File: src/knxrx_pkg.sv
// Types and constants of the bus frame receive checker.
package knxrx_pkg;

  localparam int HDR_DEPTH = 7;
  localparam logic [8:0] COUNT_MAX = 9'd511;
  localparam logic [8:0] STD_MIN_LEN = 9'd8;
  localparam logic [8:0] EXT_MIN_LEN = 9'd9;
  localparam logic [7:0] CTRL_STD_MASK = 8'h80;
  localparam logic [7:0] LEN_FIELD_MASK = 8'h0F;
  localparam logic [7:0] CTRL_REP_MASK = 8'h20;
  localparam logic [7:0] CTRL_PRI_MASK = 8'h0C;
  localparam logic [7:0] HOP_MASK = 8'h07;

  typedef enum logic [2:0] {
    ST_ACCEPTED  = 3'd0,
    ST_RUNT      = 3'd1,
    ST_TRUNCATED = 3'd2,
    ST_CHECK_ERR = 3'd3,
    ST_REP_DROP  = 3'd4
  } status_t;

  // One received octet request
  typedef struct packed {
    logic [7:0] data_byte;
    logic       last_byte;
  } byte_t;

  // One frame result request
  typedef struct packed {
    status_t     status;
    logic        extended_frame;
    logic        trimmed;
    logic        group_address;
    logic [15:0] source_address;
    logic [15:0] destination_address;
    logic [1:0]  priority_res;
    logic [2:0]  routing_hops;
    logic [8:0]  lsdu_length;
    logic        repeated;
  } result_t;

  typedef logic [HDR_DEPTH-1:0][7:0] hdr_bytes_t;

  // Fields decoded from the header octets
  typedef struct packed {
    logic        std_format;
    logic [8:0]  full_len;
    logic        group_address;
    logic [15:0] source_address;
    logic [15:0] destination_address;
    logic [1:0]  priority_res;
    logic [2:0]  routing_hops;
    logic [8:0]  lsdu_length;
    logic        repeated;
  } hdr_info_t;

endpackage

File: src/knxrx_hdr_decode.sv
// Header decode: frame format, expected length and address fields.
module knxrx_hdr_decode (
  input  knxrx_pkg::hdr_bytes_t hdr,
  output knxrx_pkg::hdr_info_t  info
);

  logic [7:0] ext_len_byte;
  logic [7:0] std_len_byte;
  logic [7:0] std_hop_byte;
  logic [7:0] ext_hop_byte;
  logic [7:0] pri_byte;

  assign std_len_byte = hdr[5] & knxrx_pkg::LEN_FIELD_MASK;
  assign ext_len_byte = hdr[6];
  assign std_hop_byte = (hdr[5] >> 4) & knxrx_pkg::HOP_MASK;
  assign ext_hop_byte = (hdr[1] >> 4) & knxrx_pkg::HOP_MASK;
  assign pri_byte     = (hdr[0] & knxrx_pkg::CTRL_PRI_MASK) >> 2;

  always_comb begin
    info.std_format = (hdr[0] & knxrx_pkg::CTRL_STD_MASK) != 8'h00;
    info.priority_res = pri_byte[1:0];
    info.repeated = (hdr[0] & knxrx_pkg::CTRL_REP_MASK) == 8'h00;
    if (info.std_format) begin
      // standard: length nibble in octet 5, addresses in octets 1 to 4
      info.full_len = knxrx_pkg::STD_MIN_LEN + {1'b0, std_len_byte};
      info.group_address = hdr[5][7];
      info.source_address = {hdr[1], hdr[2]};
      info.destination_address = {hdr[3], hdr[4]};
      info.routing_hops = std_hop_byte[2:0];
      info.lsdu_length = {1'b0, std_len_byte} + 9'd1;
    end else begin
      // extended: octet 1 carries routing, length octet 6
      info.full_len = knxrx_pkg::EXT_MIN_LEN + {1'b0, ext_len_byte};
      info.group_address = hdr[1][7];
      info.source_address = {hdr[2], hdr[3]};
      info.destination_address = {hdr[4], hdr[5]};
      info.routing_hops = ext_hop_byte[2:0];
      info.lsdu_length = {1'b0, ext_len_byte} + 9'd1;
    end
  end

endmodule

File: config.mk
export PLATFORM = sky130hd
export DESIGN_NAME = knxrx_hdr_decode
export DESIGN_NICKNAME = d
export VERILOG_FILES = /design/src/knxrx_pkg.sv /design/src/knxrx_hdr_decode.sv
export SDC_FILE = /design/constraint.sdc
export NUM_CORES = 1
export LEC_CHECK = 0
export ABC_AREA = 1
export BUFFER_PORTS_ARGS = -buffer_cell sky130_fd_sc_hd__buf_2
export CAP_MARGIN = 5
export CORE_MARGIN = 3
export CORE_UTILIZATION = 31
export DETAILED_ROUTE_END_ITERATION = 6
export PLACE_DENSITY_LB_ADDON = 0.1
export SLEW_MARGIN = 20
export SYNTH_ARGS = -nofsm -noshare
export SYNTH_HDL_FRONTEND = slang
export SYNTH_SLANG_ARGS = --single-unit
File: constraint.sdc
create_clock -name vclk -period 0.96
set_input_delay 0.192 -clock vclk [all_inputs]
set_output_delay 0.192 -clock vclk [all_outputs]
set_load 0.05 [all_outputs]
==> metrics.cfg, run 1 <==
[synth]
synthDistinctLibCells=21
yosys_warnings=0
syn_area_um2=912
syn_inst=204
avgSynthCellArea_um2=4.47
syn-num-nets=262
synth_seq_area_share_pct=0

[floorplan]
placementRows=19
initial_utilization_pct=32.8
die_x_um=60.2
ios=114
die_h_um=60.2

[placed_design]
dpl.hpwl_um=3180
place_congestion=0.850
io_buffers=106

[status]
firstError=[ERROR DPL-0038] Utilization greater than 100%, impossible to legalize
status=aborted with a tool error
stop_stage=clock tree synthesis (4_1_cts)

[clock_tree]
postCtsSetupRepairBufs=11
cts-resized-gates=274
hold_buffers=0

through the flow:
step	setup TNS [ns]	cell area [um^2]	hold slack, ns	setup WS [ns]	std cells
2_1_floorplan	-0.959	1440	0.477	-0.168	204
3_3_place_gp	-17.38	2090	0.385	-0.400	350
3_5_place_dp	-17.75	2090	0.385	-0.425	350
logic make-up after synthesis:
kind of cell	count (synthesis)	share of synthesized area [%]
AOI/OAI and AO/OA	25	14.4
adders and majority gates	2	2.74
xor gates and xnor gates	1	0.960
and+or+nand+nor	146	66.0
buffers and inverters	30	15.9
Yosys cell counts:
library cell  instances  area (um^2)
a21boi_1              1         7.51
a21oi_1               5         25.0
a21oi_2               1         8.76
buf_2                 5         25.0
buf_4                 7         52.6
clkbuf_1              1         3.75
ha_1                  2         25.0
inv_1                13         48.8
inv_2                 4         15.0
nand2_1             117          439
nand2_2               4         25.0
nand2_4               1         11.3
nand3_1               6         30.0
nand3_2               1         10.0
nand4_1               2         12.5
nor2_1               12         45.0
nor2_2                1         6.26
nor2_4                2         22.5
o21ai_0               1         5.00
o21ai_1              17         85.1
xnor2_1               1         8.76
==> inputs of run 2 (changes only) <==
Settings changed: CORE_AREA set to 3 3 64 66, CORE_MARGIN 3 to unset, CORE_UTILIZATION 31 to unset, DIE_AREA set to 0 0 67 69, PLACE_DENSITY_LB_ADDON 0.1 to 0.15.
Clock period 0.96 ns to 1.25 ns, I/O delays scaled along.
==> run 2 against run 1 <==
The flow now finishes, with violations (setup timing). Synthesized cell count is the same. Synthesized area unchanged.
==> metrics.cfg, run 2 <==
[status]
status=finished with violations  ; was aborted with a tool error
violations=setup timing

[layout]
final_common_cell=nand2_1
n_sequential_cell=0
final_cell_mix=nand2_1, buf_2, buf_4, buf_6, nand2_2
final.clkbuf_count=0
multi_input_area_um2=1020
nFillCells=378
regArea_um2=0
final_layout_size_suffix_gt1_share_pct=62.3
antenna_cells=0
area_growth_pct=149
fin_util_pct=62.6
nNetsFinal=384
postLayoutCellArea_um2=2270

[synth]
ys_top_cells_by_count=nand2_1, o21ai_1, inv_1  ; unchanged
synth_seq_area_share_pct=0  ; unchanged
yosysMostFrequentCell=nand2_1  ; unchanged
avgSynthCellArea_um2=4.47  ; unchanged
synth_area_leader_cell=nand2_1  ; unchanged
syn_inst=204  ; unchanged
syn-num-nets=262  ; unchanged
synth_area_leaders=nand2_1, o21ai_1, buf_4, inv_1, nor2_1  ; unchanged
syn_area_um2=912  ; unchanged
synth_top_area_share_pct=48.1  ; unchanged
yosys_warnings=0  ; unchanged
synthDistinctLibCells=21  ; unchanged

[sta]
worst_slack_ns=-0.127
slew_headroom_pct=83.6
tightest_slew_ns=0.248
period_share_pct=110
rsz0062_at_grt=true
max_freq_mhz=726
hold_viol=0
setup_violations=11
slew_violations=0
fin_crit_ns=1.38

[floorplan]
ios=114  ; unchanged
core-area_um2=3630
die_x_um=67  ; was 60.2 um
die_h_um=69  ; was 60.2 um
placementRows=22  ; was 19
dieArea_um2=4620
initial_utilization_pct=25.1  ; was 32.8%

[drt]
routed_wl_um=4050
firstDrtPassIters=4
drt_iter0_drc=45
avgViaCountPerCell=4.39
vias=1632
drc_errors=0
ant_nets=0
wl_per_cell_um=10.9

[power_and_ir_drop]
clockPowerShare_pct=0
peakVddDrop_mv=0.280
intPower_w=0.000491
p_sw_w=0.000848
pwr-share-seq_pct=0
p_comb_share_pct=100.0
p_sw_share_pct=63.3
leakagePower_nw=1.26
power_w=0.00134
p_per_area_nw_per_um2=589

[placed_design]
placed_cell_area_um2=1760  ; was 2090 um^2
io_buffers=106  ; unchanged
place_congestion=0.749  ; was 0.850
dpl.hpwl_um=3030  ; was 3180 um

[critical_path]
crit_chain=buf_8 -> ha_4 -> nand2_4 -> nor2_4 -> inv_2 -> nand2_2 -> nand3_2 -> nand2_2 -> buf_8
cp_max_fo=5
critPathLaunchType=primary input
cp-end-kind=output port
cp.arrival_ns=1.13
setup.worst_path.class=in -> out
worstPathRequired_ns=1.00
cp_slowest_cell=nor2_4
slowest_delay_ns=0.16
crit_path_start=hdr[48]

[clock_tree]
hold_buffers=0  ; unchanged

[run]
maxCapViolCount=0

[global_routing]
grt_pass1_vias=1499
grt_start_max_net_pins=25
grt_use_total_pct=15.6
grt_pass1_wl_um=6200
gr-total-overflow=0
antenna_found_initial=0

[hold_path]
hold_end=info[13]
holdPathStages=0
min_from=hdr[2]
hp-class=in -> out

-- run 2: worst max path at each step --
stage                     cells past startpoint       to  slack (ns)
after floorplan                               3  info[1]       -0.26
after global placement                        9  info[5]       -0.23
after detailed placement                      9  info[5]       -0.26
after CTS                                     9  info[5]       -0.10
after global routing                          9  info[5]       -0.18
final                                         9  info[5]       -0.13
-- run 2: stage by stage --
| stage | setup slack (ns) | hold WS (ns) | setup TNS (ns) | cells |
|---|---|---|---|---|
| after floorplan | -0.262 | 0.644 | -0.982 | 204 |
| after global placement | -0.231 | 0.500 | -4.72 | 369 |
| after detailed placement | -0.262 | 0.500 | -5.11 | 369 |
| after CTS | -0.105 | 0.500 | -0.642 | 370 |
| after global routing | -0.178 | 0.500 | -1.32 | 372 |
| final | -0.127 | 0.500 | -0.726 | 372 |
-- run 2: layout make-up --
| class | count | share of cell area (%) |
|---|---|---|
| multi-input cells | 174 | 44.8 |
| repair buffers | 133 | 49.5 |
| inverters | 17 | 3.03 |
| well taps | 48 | 2.64 |
-- run 2: cells by family after synthesis --
family	Yosys count	synth area share, %
xor gates and xnor gates	1	0.960
adders and majority gates	2	2.74
AOI/OAI and AO/OA	25	14.4
buffers and inverters	30	15.9
and+or+nand+nor	146	66.0
-- run 2: what timing repair did --
action | 4_1_cts | 5_1_grt
resized for setup | 97 | 47
endpoints found under the hold margin | 0 | 0
endpoints found under the setup margin | 54 | 52
pin swaps | 9 | 18
setup buffers | 1 | 0
gates cloned | 0 | 2
-- run 2: per-layer routing --
| metal | GRT usage [%] | vias up | share of wire (%) |
|---|---|---|---|
| met5 | 0 | - | 0 |
| met4 | 1.35 | 0 | 0.84 |
| met3 | 1.30 | 4 | 6.0 |
| met2 | 28.3 | 55 | 53 |
| met1 | 20.1 | 702 | 40 |
| li1 | - | 871 | - |
-- run 2: power by group through the flow --
| stage | logic, W | clock network, W | registers, W |
|---|---|---|---|
| global route | 0.00142 | 0 | 0 |
| CTS | 0.00125 | 0 | 0 |
| global placement | 0.00109 | 0 | 0 |
| detailed placement | 0.00109 | 0 | 0 |
| finish | 0.00134 | 0 | 0 |
| floorplan | 0.000795 | 0 | 0 |
-- run 2: worst max-delay path, delay by kind of cell --
family / cells / cell delay (ns)
fa+ha+maj: 1 / 0.14
buf+inv: 3 / 0.30
simple gates: 5 / 0.43
No activity file was read; power rests on OpenSTA's default activity.
